==> src/hw/rtl/jdcd_pkg.sv <==
// Package with constants, widths and the day offset table of the calendar date converter.
`timescale 1ns / 1ps
`default_nettype none
package jdcd_pkg;

  localparam int FRACTION_BITS_DEF = 16;
  localparam int JD_WIDTH_DEF      = 24;

  localparam int YEAR_WIDTH  = 17;
  localparam int MONTH_WIDTH = 4;
  localparam int DAY_WIDTH   = 5;

  // Pipeline depth from the input register to the output register.
  localparam int PIPE_STAGES = 13;

  // Gregorian correction.
  localparam int GREGORIAN_START = 2299161;
  localparam int ALPHA_BIAS      = 7468865;
  localparam int ALPHA_DIV       = 146097;
  localparam int ALPHA_DIV_WIDTH = 18;
  localparam int ALPHA_REM_WIDTH = 19;

  // Year step: C = (20B - 2442) / 7305.
  localparam int B_OFFSET        = 1524;
  localparam int C_BIAS          = 2442;
  localparam int C_DIV           = 7305;
  localparam int C_DIV_WIDTH     = 13;
  localparam int C_REM_WIDTH     = 14;
  localparam int D_MUL           = 1461;

  // Month step: E = floor((B - D) * 10000 / 306001), done as a rounded-up reciprocal.
  // B - D stays between 123 and 488, so nine bits hold it.
  localparam int DIFF_WIDTH = 9;
  localparam int E_WIDTH    = 4;
  localparam int E_SHIFT    = 28;
  localparam longint unsigned E_MUL =
    ((64'd10000 << E_SHIFT) + 64'd306000) / 64'd306001;
  localparam int E_MUL_WIDTH = 24;

  // Month and year numbering.
  localparam int E_WRAP        = 14;
  localparam int E_LOW_OFFSET  = 1;
  localparam int E_HIGH_OFFSET = 13;
  localparam int MONTH_FEB     = 2;
  localparam int MONTH_JAN     = 1;
  localparam int MONTH_DEC     = 12;
  localparam int DAY_MIN       = 1;
  localparam int DAY_MAX       = 31;
  localparam int YEAR_OFFSET_MAR_DEC = 4716;
  localparam int YEAR_OFFSET_JAN_FEB = 4715;

  // floor(30.6001 * e), the first day offset of each month index.
  function automatic logic [DIFF_WIDTH-1:0] day_offset(input logic [E_WIDTH-1:0] e);
    logic [DIFF_WIDTH-1:0] ofs;
    unique case (e)
      4'd0:  ofs = 9'd0;
      4'd1:  ofs = 9'd30;
      4'd2:  ofs = 9'd61;
      4'd3:  ofs = 9'd91;
      4'd4:  ofs = 9'd122;
      4'd5:  ofs = 9'd153;
      4'd6:  ofs = 9'd183;
      4'd7:  ofs = 9'd214;
      4'd8:  ofs = 9'd244;
      4'd9:  ofs = 9'd275;
      4'd10: ofs = 9'd306;
      4'd11: ofs = 9'd336;
      4'd12: ofs = 9'd367;
      4'd13: ofs = 9'd397;
      4'd14: ofs = 9'd428;
      4'd15: ofs = 9'd459;
    endcase
    return ofs;
  endfunction

endpackage
`default_nettype wire

==> src/hw/rtl/jdcd_ifs.sv <==
// Valid/ready channel interfaces for Julian Day input and calendar date output.
`timescale 1ns / 1ps
`default_nettype none
interface jdcd_in_if #(
  parameter int FRACTION_BITS = jdcd_pkg::FRACTION_BITS_DEF,
  parameter int JD_WIDTH      = jdcd_pkg::JD_WIDTH_DEF
);
  logic                     valid;
  logic                     ready;
  logic [JD_WIDTH-1:0]      jd_whole;
  logic [FRACTION_BITS-1:0] jd_fraction;

  modport source (output valid, jd_whole, jd_fraction, input ready);
  modport sink   (input valid, jd_whole, jd_fraction, output ready);
endinterface

interface jdcd_out_if #(
  parameter int FRACTION_BITS = jdcd_pkg::FRACTION_BITS_DEF
);
  logic                                    valid;
  logic                                    ready;
  logic signed [jdcd_pkg::YEAR_WIDTH-1:0]  year;
  logic [jdcd_pkg::MONTH_WIDTH-1:0]        month;
  logic [jdcd_pkg::DAY_WIDTH-1:0]          day_whole;
  logic [FRACTION_BITS-1:0]                day_fraction;

  modport source (output valid, year, month, day_whole, day_fraction, input ready);
  modport sink   (input valid, year, month, day_whole, day_fraction, output ready);
endinterface
`default_nettype wire

==> src/hw/rtl/julian_day_to_calendar_date.sv <==
// Top level: pipelined Julian Day to calendar date converter.
`timescale 1ns / 1ps
`default_nettype none
// Converts a Julian Day number (whole part plus a binary fraction of a day) into an
// astronomical year, a month, a day of month and the fraction of the civil day. The
// classic algorithm is used: half a day is added, the Gregorian correction applies
// from day 2299161 on, and the 365.25-day and 30.6001-day steps are done with exact
// integer ratios, so results match the integer formulation bit for bit. The block is
// a 13-stage pipeline that takes one transaction per clock cycle unless the output
// stalls, and returns the results in the order accepted. The depth comes from the two
// divisions by constants (by 146097 and by 7305), each of which needs a reciprocal
// multiply, a back-multiply and a one-step correction, followed by the reciprocal
// multiply of the month step. Every stage carries a valid bit; when a result waits
// on the output with ready low, the whole pipeline holds, and input ready drops with
// it. No transaction is dropped or repeated. Reset clears only the valid bits.
module julian_day_to_calendar_date #(
  parameter int FRACTION_BITS = jdcd_pkg::FRACTION_BITS_DEF,
  parameter int JD_WIDTH      = jdcd_pkg::JD_WIDTH_DEF
) (
  input  wire logic   clk,
  input  wire logic   rst,
  jdcd_in_if.sink     jd,
  jdcd_out_if.source  date
);

  localparam int NS   = jdcd_pkg::PIPE_STAGES;
  localparam int ZW   = JD_WIDTH + 1;   // day number after the half-day carry
  localparam int NAW  = ZW + 2;         // 4Z - 7468865
  localparam int NCW  = ZW + 5;         // 20B - 2442
  localparam longint unsigned M_A = (longint'(1) << NAW) / jdcd_pkg::ALPHA_DIV;
  localparam longint unsigned M_C = (longint'(1) << NCW) / jdcd_pkg::C_DIV;
  localparam int MAW  = $clog2(M_A + 1);
  localparam int MCW  = $clog2(M_C + 1);
  localparam int RAW  = jdcd_pkg::ALPHA_REM_WIDTH;
  localparam int RCW  = jdcd_pkg::C_REM_WIDTH;
  localparam int DW   = jdcd_pkg::DIFF_WIDTH;
  localparam int DPW  = DW + 2;
  localparam int EW   = jdcd_pkg::E_WIDTH;
  localparam int EPW  = DW + jdcd_pkg::E_MUL_WIDTH;
  localparam int YW   = jdcd_pkg::YEAR_WIDTH;
  localparam int MW   = jdcd_pkg::MONTH_WIDTH;
  localparam int DAYW = jdcd_pkg::DAY_WIDTH;

  // Pipeline control. The pipeline advances as one when the output register is empty
  // or its result is being taken.
  logic          advance;
  logic [NS-1:0] valid_pipe;

  // The day fraction rides along unchanged after the first stage.
  logic [FRACTION_BITS-1:0] frac_pipe [NS];

  logic [FRACTION_BITS:0] frac_sum;

  // Stage registers.
  logic [ZW-1:0]  z_s1;
  logic           ge_s2, ge_s3, ge_s4, ge_s5;
  logic [ZW-1:0]  z_s2, z_s3, z_s4, z_s5;
  logic [NAW-1:0] na_s2;
  logic [MAW-1:0] qa_s3, qa_s4, alpha_s5;
  logic [RAW-1:0] na_lo_s3, ra_s4;
  logic [ZW-1:0]  b_s6, b_s7, b_s8, b_s9, b_s10;
  logic [NCW-1:0] nc_s7;
  logic [MCW-1:0] qc_s8, qc_s9, c_s10, c_s11, c_s12;
  logic [RCW-1:0] nc_lo_s8, rc_s9;
  logic [DW-1:0]  diff_s11, diff_s12;
  logic [EW-1:0]  e_s12;
  logic [YW-1:0]  year_s13;
  logic [MW-1:0]  month_s13;
  logic [DAYW-1:0] day_s13;

  // Combinational products and results between the registers.
  logic [NAW+MAW-1:0] prod_a;
  logic [MAW+jdcd_pkg::ALPHA_DIV_WIDTH-1:0] back_a;
  logic [NCW+MCW-1:0] prod_c;
  logic [MCW+jdcd_pkg::C_DIV_WIDTH-1:0] back_c;
  logic [DPW-1:0] prod_d;
  logic [EPW-1:0] prod_e;
  logic [MW-1:0]  month_calc;
  logic [YW-1:0]  year_base;
  logic [YW-1:0]  year_calc;

  assign advance  = !valid_pipe[NS-1] || date.ready;
  assign jd.ready = advance;

  // Half a day is added to the fraction; a carry moves the day number up by one.
  assign frac_sum = {1'b0, jd.jd_fraction} + ((FRACTION_BITS + 1)'(1) << (FRACTION_BITS - 1));

  // Reciprocal estimate of (4Z - 7468865) / 146097: low by at most one.
  assign prod_a = {{MAW{1'b0}}, na_s2} * (NAW + MAW)'(M_A);
  // Only the low bits of the remainder matter, since it stays below twice the divisor.
  assign back_a = (MAW + jdcd_pkg::ALPHA_DIV_WIDTH)'(qa_s3) *
                  (MAW + jdcd_pkg::ALPHA_DIV_WIDTH)'(jdcd_pkg::ALPHA_DIV);

  // Same scheme for (20B - 2442) / 7305.
  assign prod_c = {{MCW{1'b0}}, nc_s7} * (NCW + MCW)'(M_C);
  assign back_c = (MCW + jdcd_pkg::C_DIV_WIDTH)'(qc_s8) *
                  (MCW + jdcd_pkg::C_DIV_WIDTH)'(jdcd_pkg::C_DIV);

  // D = 1461C / 4. B - D is below 512, so only the low bits of D are needed.
  assign prod_d = c_s10[DPW-1:0] * DPW'(jdcd_pkg::D_MUL);

  // E = floor((B - D) / 30.6001), exact over the nine-bit range of B - D.
  assign prod_e = EPW'(diff_s11) * EPW'(jdcd_pkg::E_MUL);

  // Month index E runs from 4 to 15; the last two wrap to January and February.
  always_comb begin
    if (e_s12 < EW'(jdcd_pkg::E_WRAP)) begin
      month_calc = MW'(e_s12 - EW'(jdcd_pkg::E_LOW_OFFSET));
    end else begin
      month_calc = MW'(e_s12 - EW'(jdcd_pkg::E_HIGH_OFFSET));
    end
    year_base = YW'({{YW{1'b0}}, c_s12});
    if (month_calc > MW'(jdcd_pkg::MONTH_FEB)) begin
      year_calc = year_base - YW'(jdcd_pkg::YEAR_OFFSET_MAR_DEC);
    end else begin
      year_calc = year_base - YW'(jdcd_pkg::YEAR_OFFSET_JAN_FEB);
    end
  end

  always_ff @(posedge clk) begin
    if (rst) begin
      valid_pipe <= '0;
    end else if (advance) begin
      valid_pipe <= {valid_pipe[NS-2:0], jd.valid};
    end
  end

  always_ff @(posedge clk) begin
    if (advance) begin
      // Stage 1: half-day add.
      z_s1         <= ZW'(jd.jd_whole) + ZW'(frac_sum[FRACTION_BITS]);
      frac_pipe[0] <= frac_sum[FRACTION_BITS-1:0];
      for (int k = 1; k < NS; k++) begin
        frac_pipe[k] <= frac_pipe[k-1];
      end

      // Stage 2: Gregorian test and numerator of alpha.
      ge_s2 <= z_s1 >= ZW'(jdcd_pkg::GREGORIAN_START);
      na_s2 <= (NAW'(z_s1) << 2) - NAW'(jdcd_pkg::ALPHA_BIAS);
      z_s2  <= z_s1;

      // Stage 3: quotient estimate.
      qa_s3    <= prod_a[NAW +: MAW];
      na_lo_s3 <= na_s2[RAW-1:0];
      ge_s3    <= ge_s2;
      z_s3     <= z_s2;

      // Stage 4: remainder of the estimate.
      ra_s4 <= na_lo_s3 - back_a[RAW-1:0];
      qa_s4 <= qa_s3;
      ge_s4 <= ge_s3;
      z_s4  <= z_s3;

      // Stage 5: correct alpha by one where the remainder reached the divisor.
      alpha_s5 <= qa_s4 + MAW'(ra_s4 >= RAW'(jdcd_pkg::ALPHA_DIV));
      ge_s5    <= ge_s4;
      z_s5     <= z_s4;

      // Stage 6: B = A + 1524, with A corrected on the Gregorian side only.
      if (ge_s5) begin
        b_s6 <= z_s5 + ZW'(1) + ZW'(alpha_s5) - ZW'(alpha_s5 >> 2) +
                ZW'(jdcd_pkg::B_OFFSET);
      end else begin
        b_s6 <= z_s5 + ZW'(jdcd_pkg::B_OFFSET);
      end

      // Stage 7: numerator of C.
      nc_s7 <= (NCW'(b_s6) << 4) + (NCW'(b_s6) << 2) - NCW'(jdcd_pkg::C_BIAS);
      b_s7  <= b_s6;

      // Stage 8: quotient estimate of C.
      qc_s8    <= prod_c[NCW +: MCW];
      nc_lo_s8 <= nc_s7[RCW-1:0];
      b_s8     <= b_s7;

      // Stage 9: remainder of the estimate.
      rc_s9 <= nc_lo_s8 - back_c[RCW-1:0];
      qc_s9 <= qc_s8;
      b_s9  <= b_s8;

      // Stage 10: corrected C.
      c_s10 <= qc_s9 + MCW'(rc_s9 >= RCW'(jdcd_pkg::C_DIV));
      b_s10 <= b_s9;

      // Stage 11: days into the March-based year, B - D.
      diff_s11 <= b_s10[DW-1:0] - prod_d[DPW-1:2];
      c_s11    <= c_s10;

      // Stage 12: month index E.
      e_s12    <= prod_e[jdcd_pkg::E_SHIFT +: EW];
      diff_s12 <= diff_s11;
      c_s12    <= c_s11;

      // Stage 13: output register.
      day_s13   <= DAYW'(diff_s12 - jdcd_pkg::day_offset(e_s12));
      month_s13 <= month_calc;
      year_s13  <= year_calc;
    end
  end

  assign date.valid        = valid_pipe[NS-1];
  assign date.year         = $signed(year_s13);
  assign date.month        = month_s13;
  assign date.day_whole    = day_s13;
  assign date.day_fraction = frac_pipe[NS-1];

endmodule
`default_nettype wire

==> src/flat_wrapper.sv <==
// flat-port wrapper written by rule: the top's interface ports become plain ports
module julian_day_to_calendar_date_flat 
#(
  parameter int FRACTION_BITS = jdcd_pkg::FRACTION_BITS_DEF,
  parameter int JD_WIDTH      = jdcd_pkg::JD_WIDTH_DEF
)
  (clk, rst, jd_valid, jd_jd_whole, jd_jd_fraction, jd_ready, date_valid, date_year, date_month, date_day_whole, date_day_fraction, date_ready);
  jdcd_in_if #(.FRACTION_BITS(FRACTION_BITS), .JD_WIDTH(JD_WIDTH)) jd_i ();
  jdcd_out_if #(.FRACTION_BITS(FRACTION_BITS)) date_i ();
  input  wire logic clk;
  input  wire logic rst;
  input wire logic [$bits(jd_i.valid)-1:0] jd_valid;
  input wire logic [$bits(jd_i.jd_whole)-1:0] jd_jd_whole;
  input wire logic [$bits(jd_i.jd_fraction)-1:0] jd_jd_fraction;
  output wire logic [$bits(jd_i.ready)-1:0] jd_ready;
  output wire logic [$bits(date_i.valid)-1:0] date_valid;
  output wire logic [$bits(date_i.year)-1:0] date_year;
  output wire logic [$bits(date_i.month)-1:0] date_month;
  output wire logic [$bits(date_i.day_whole)-1:0] date_day_whole;
  output wire logic [$bits(date_i.day_fraction)-1:0] date_day_fraction;
  input wire logic [$bits(date_i.ready)-1:0] date_ready;
  assign jd_i.valid = jd_valid;
  assign jd_i.jd_whole = jd_jd_whole;
  assign jd_i.jd_fraction = jd_jd_fraction;
  assign jd_ready = jd_i.ready;
  assign date_valid = date_i.valid;
  assign date_year = date_i.year;
  assign date_month = date_i.month;
  assign date_day_whole = date_i.day_whole;
  assign date_day_fraction = date_i.day_fraction;
  assign date_i.ready = date_ready;
  julian_day_to_calendar_date #(.FRACTION_BITS(FRACTION_BITS), .JD_WIDTH(JD_WIDTH)) u_core (.clk(clk), .rst(rst), .jd(jd_i), .date(date_i));
endmodule
==> config.mk <==
export PLATFORM = sky130hd
export DESIGN_NAME = julian_day_to_calendar_date_flat
export DESIGN_NICKNAME = d
export VERILOG_FILES = /design/src/hw/rtl/jdcd_pkg.sv /design/src/hw/rtl/jdcd_ifs.sv /design/src/hw/rtl/julian_day_to_calendar_date.sv /design/src/flat_wrapper.sv
export SDC_FILE = /design/constraint.sdc
export NUM_CORES = 2
export LEC_CHECK = 0
export ABC_AREA = 1
export BUFFER_PORTS_ARGS = -buffer_cell sky130_fd_sc_hd__buf_2
export CORE_ASPECT_RATIO = 0.6
export CORE_UTILIZATION = 55
export CTS_CLUSTER_SIZE = 8
export DETAILED_ROUTE_END_ITERATION = 16
export GPL_TIMING_DRIVEN = 1
export PLACE_DENSITY = 0.78
export SKIP_LAST_GASP = 1
export SYNTH_ARGS = -nofsm -noshare
export SYNTH_HDL_FRONTEND = slang
export SYNTH_SLANG_ARGS = --single-unit
export TNS_END_PERCENT = 5
==> constraint.sdc <==
create_clock -name clk -period 61.5 [get_ports clk]
set_input_delay 9.225 -clock clk [delete_from_list [all_inputs] [get_ports clk]]
set_output_delay 9.225 -clock clk [all_outputs]
set_load 0.02 [all_outputs]
==> implementation parameters <==
Parameter                              Value

Global routing
  Initial antenna violation count ... 2
  Total routing resource utilization after global routing ... 0.237
  Global-route wire length before repair ... ~180000 um
  Via count of the first global-routing pass ... about 33000
  Aggregate global routing overflow ... 0
  Largest net degree at the start of global routing ... 114

Setup path
  Type of element capturing the critical path ... output pin
  Data arrival time of the critical path ... 10880 ps
  Data required, critical path ... around 52000 ps
  Largest stage delay, worst path ... 690 ps
  Type of the setup path with the least slack ... input port to output pin
  Crit path buffers/inverters ... 3
  Crit start category ... input port
  Cell seen most often among critical-path stages ... buf_2
  Cells along the critical path ... buf_2 > nor2_2 > inv_8 > buf_2
  Master of the slowest instance on the critical path ... nor2_2
  Critical Path Fanout Max ... roughly 110
  Kind of cell adding the most delay to the critical path ... buffers and inverters

Outcome
  Status ... completed

Timing
  Total Negative Setup Slacks ... 0 ps
  Final setup fails ... 0
  Final hold viol count ... 0
  Crit share post-route ... 0.327
  Slew at the pin closest to its max-slew limit ... 1070 ps
  Post-layout min period ... 20100 ps
  Achievable frequency ... between 40 and 50 MHz
  Worst max-slew margin expressed relative to the limit ... 0.283
  Max Transition Viols Final ... 0
  Maximum clock skew at final layout ... around 74 ps
  Unrepaired setup endpoints after global routing ... false

Synthesis
  Post-synthesis sequential area ratio ... 0.402
  Async SR Flop Fraction ... 0
  Fraction of synthesized cell area in xor and xnor cells ... 0.0396
  Main combinational cell family by area after synthesis ... adder cells
  Mapped cell area ... 51100 sq um
  Area fraction in and, or, nand and nor cells after synthesis ... 0.0969
  Top flip-flop cell by instance count after synthesis ... edfxtp_1
  Multiplexer area fraction after synthesis ... 0
  Number of nets in the synthesized netlist ... 5826
  Warnings, synthesis ... 0
  Compound-cell area share of the yosys netlist ... 0.0548
  Share of synthesized cell area in full adder, half adder and majority cells ... 0.326
  Synthesized netlist cell count ... 4709
  Post-synthesis sequential element count ... 690
  Yosys cell types ... 57
  EDFF count, synth ... 672
  Synth Area per Inst ... roughly 11 sq um

Floorplan
  Total die area ... 94100 sq um
  Std cell rows ... 86
  Starting Density ... 0.556
  Ports placed on the boundary ... 88
  Die Ht ... 238 um
  Core region area ... a little over 90000 sq um
  Die X ... 395 um

Clock tree
  Inserted Clock Buffers ... between 90 and 100
  Longest Clk Path Bufs ... 3
  H-tree depth ... 3
  Sinks on the clock net ... 690
  Clock tree from TritonCTS ... built
  Cts-stage hold buffer count ... 0
  Clock input transition at the sequential cells of the worst setup and hold paths ... 50 ps
  CTS root buf ... clkbuf_16
  Cells resized by post-CTS repair ... 0
  Number of setup buffers added after CTS ... 0
  Clock network latency to the later pin of the worst-skew pair ... 720 ps

Routing
  Number of iterations in the first detailed-routing pass ... 6
  Violation count after the first detailed-routing iteration ... between 3000 and 4000
  Post-detailed-routing wire length ... 109000 um
  Vias per cell ... 5.36
  Final ANT Viol Nets ... 0
  Wire per inst ... 17.7 um
  DRC violations left ... 0
  Via count of the routed design ... 32822

Job
  Maximum capacitance violations ... 0

Cells and area
  Total number of nets in the final design ... 5992
  Layout overhead on the synthesized area ... 8.88%
  Fraction of final layout cells sized beyond drive strength 1 ... 0.0564

Placed design
  Routability congestion estimate from global placement ... 0.964
  Detailed-placement wirelength estimate ... 85100 um
  # port buffers ... 87

Worst hold path
  Path category of the worst min-delay check ... register to register
-- synth_stat cells, types with 7 or more instances --
cell      instances  area, sq um
nor2_2           11         68.8
fa_1            432         8650
nor4_1           25          156
a31oi_1          15         93.8
o21a_1           10         75.1
nand2_1         646         2420
o21ai_2          13          114
nor2_1          210          788
nand2_2          11         68.8
dfxtp_1          18          360
nor3_1           36          180
o21ai_1           8         40.0
ha_1            641         8020
o21bai_1         15          113
nand3_1         142          711
nand4_1          36          225
a21oi_1         227         1140
xor2_1          162         1420
edfxtp_1        672        20200
buf_4            17          128
nand3_2           8         80.1
xnor2_1          69          604
o21ai_0         133          666
a21o_1           17          128
inv_1          1045         3920
o31ai_1          10         75.1
a21oi_2           7         61.3
-- layout make-up --
type | count | area [sq um]
multi-input cells | 2943 | 26400
clock inverters | 9 | 208
diodes | 1 | 2.50
inverters | 1049 | 3950
clock buffers | 109 | 2450
fillers | 7308 | 36300
well taps | 1232 | 1540
flip-flops and latches | 690 | 20500
repair buffers | 95 | 495
-- cell usage in the layout (no fill, tap or decap), drive strengths merged, types with 10 or more instances in the layout --
cell type  instances
a21o              17
a21oi            234
a31oi             15
buf               95
clkbuf           109
dfxtp             18
edfxtp           672
fa               432
ha               641
inv             1049
nand2            658
nand3            150
nand4             36
nor2             227
nor3              41
nor4              27
o21a              10
o21ai            154
o21bai            17
o31ai             10
xnor2             69
xor2             162
-- metal layers --
layer  GRT usage  wire length (um)
met2       0.335             44700
met1       0.371             52900
met3      0.0542              9610
met4      0.0450              1460
met5           0                13
-- cell families (layout without fill, tap and decap cells) --
kind of cell	after synthesis	in the layout
compound gates	490	490
flops	690	690
fa+ha+maj	1073	1073
simple gates	1149	1149
buf+inv	1076	1262
xor+xnor	231	231
other cells	0	1
-- worst paths after layout --
path,from,end,slack (ps),depth (start not counted)
worst max-delay path,date_ready,jd_ready,41400,4
worst min-delay path,u_core.frac_pipe[0][14],u_core.frac_pipe[0][30],390,0
worst max register to register,u_core.nc_s7[9],u_core.qc_s8[4],55380,22
worst min register to register,u_core.frac_pipe[0][14],u_core.frac_pipe[0][30],390,0
-- registers in the layout (all words and copies together) (netlist names), 13 cells and up, named ones only --
register,count
u_core.b_s6,25
u_core.c_s10,17
u_core.c_s11,17
u_core.c_s12,17
u_core.date.year,17
u_core.frac_pipe,208
u_core.na_lo_s3,17
u_core.na_s2,25
u_core.nc_s7,28
u_core.qc_s8,17
u_core.qc_s9,17
u_core.ra_s4,19
u_core.rc_s9,14
u_core.valid_pipe,13
u_core.z_s1,25
u_core.z_s2,25
u_core.z_s3,25
u_core.z_s4,25
u_core.z_s5,25
-- stage by stage --
| step | worst slack, ps | hold slack, ps | cells | util | area [sq um] |
|---|---|---|---|---|---|
| 6_report | 41400 | 387 | 6128 | 0.605 | 55600 |
| 5_1_grt | 41320 | 404 | 6127 | 0.605 | 55600 |
| 4_1_cts | 41420 | 387 | 6127 | 0.605 | 55600 |
| 3_5_place_dp | 41410 | 405 | 6009 | 0.576 | 53000 |
| 3_3_place_gp | 41480 | 400 | 6009 | 0.576 | 53000 |
| 2_1_floorplan | 24350 | 400 | 4709 | - | 51100 |
-- worst register-to-register path, cell delays in order, from the launching register on --
cell	delay [ps]
edfxtp_1	830
fa_1	570
fa_1	520
inv_1	50
fa_1	510
inv_1	70
fa_1	510
fa_1	550
inv_1	50
fa_1	520
inv_1	90
ha_1	360
a21oi_1	240
o21ai_0	200
o21bai_1	200
nand2_1	60
nand3_1	90
inv_1	80
nand2_1	120
nand2_1	120
nand2_1	50
nand2_1	50
nand2_1	60
Power is left out: the tool's default activity adds up to more than one toggle a clock period on the data nets, which glitch-free logic cannot reach.
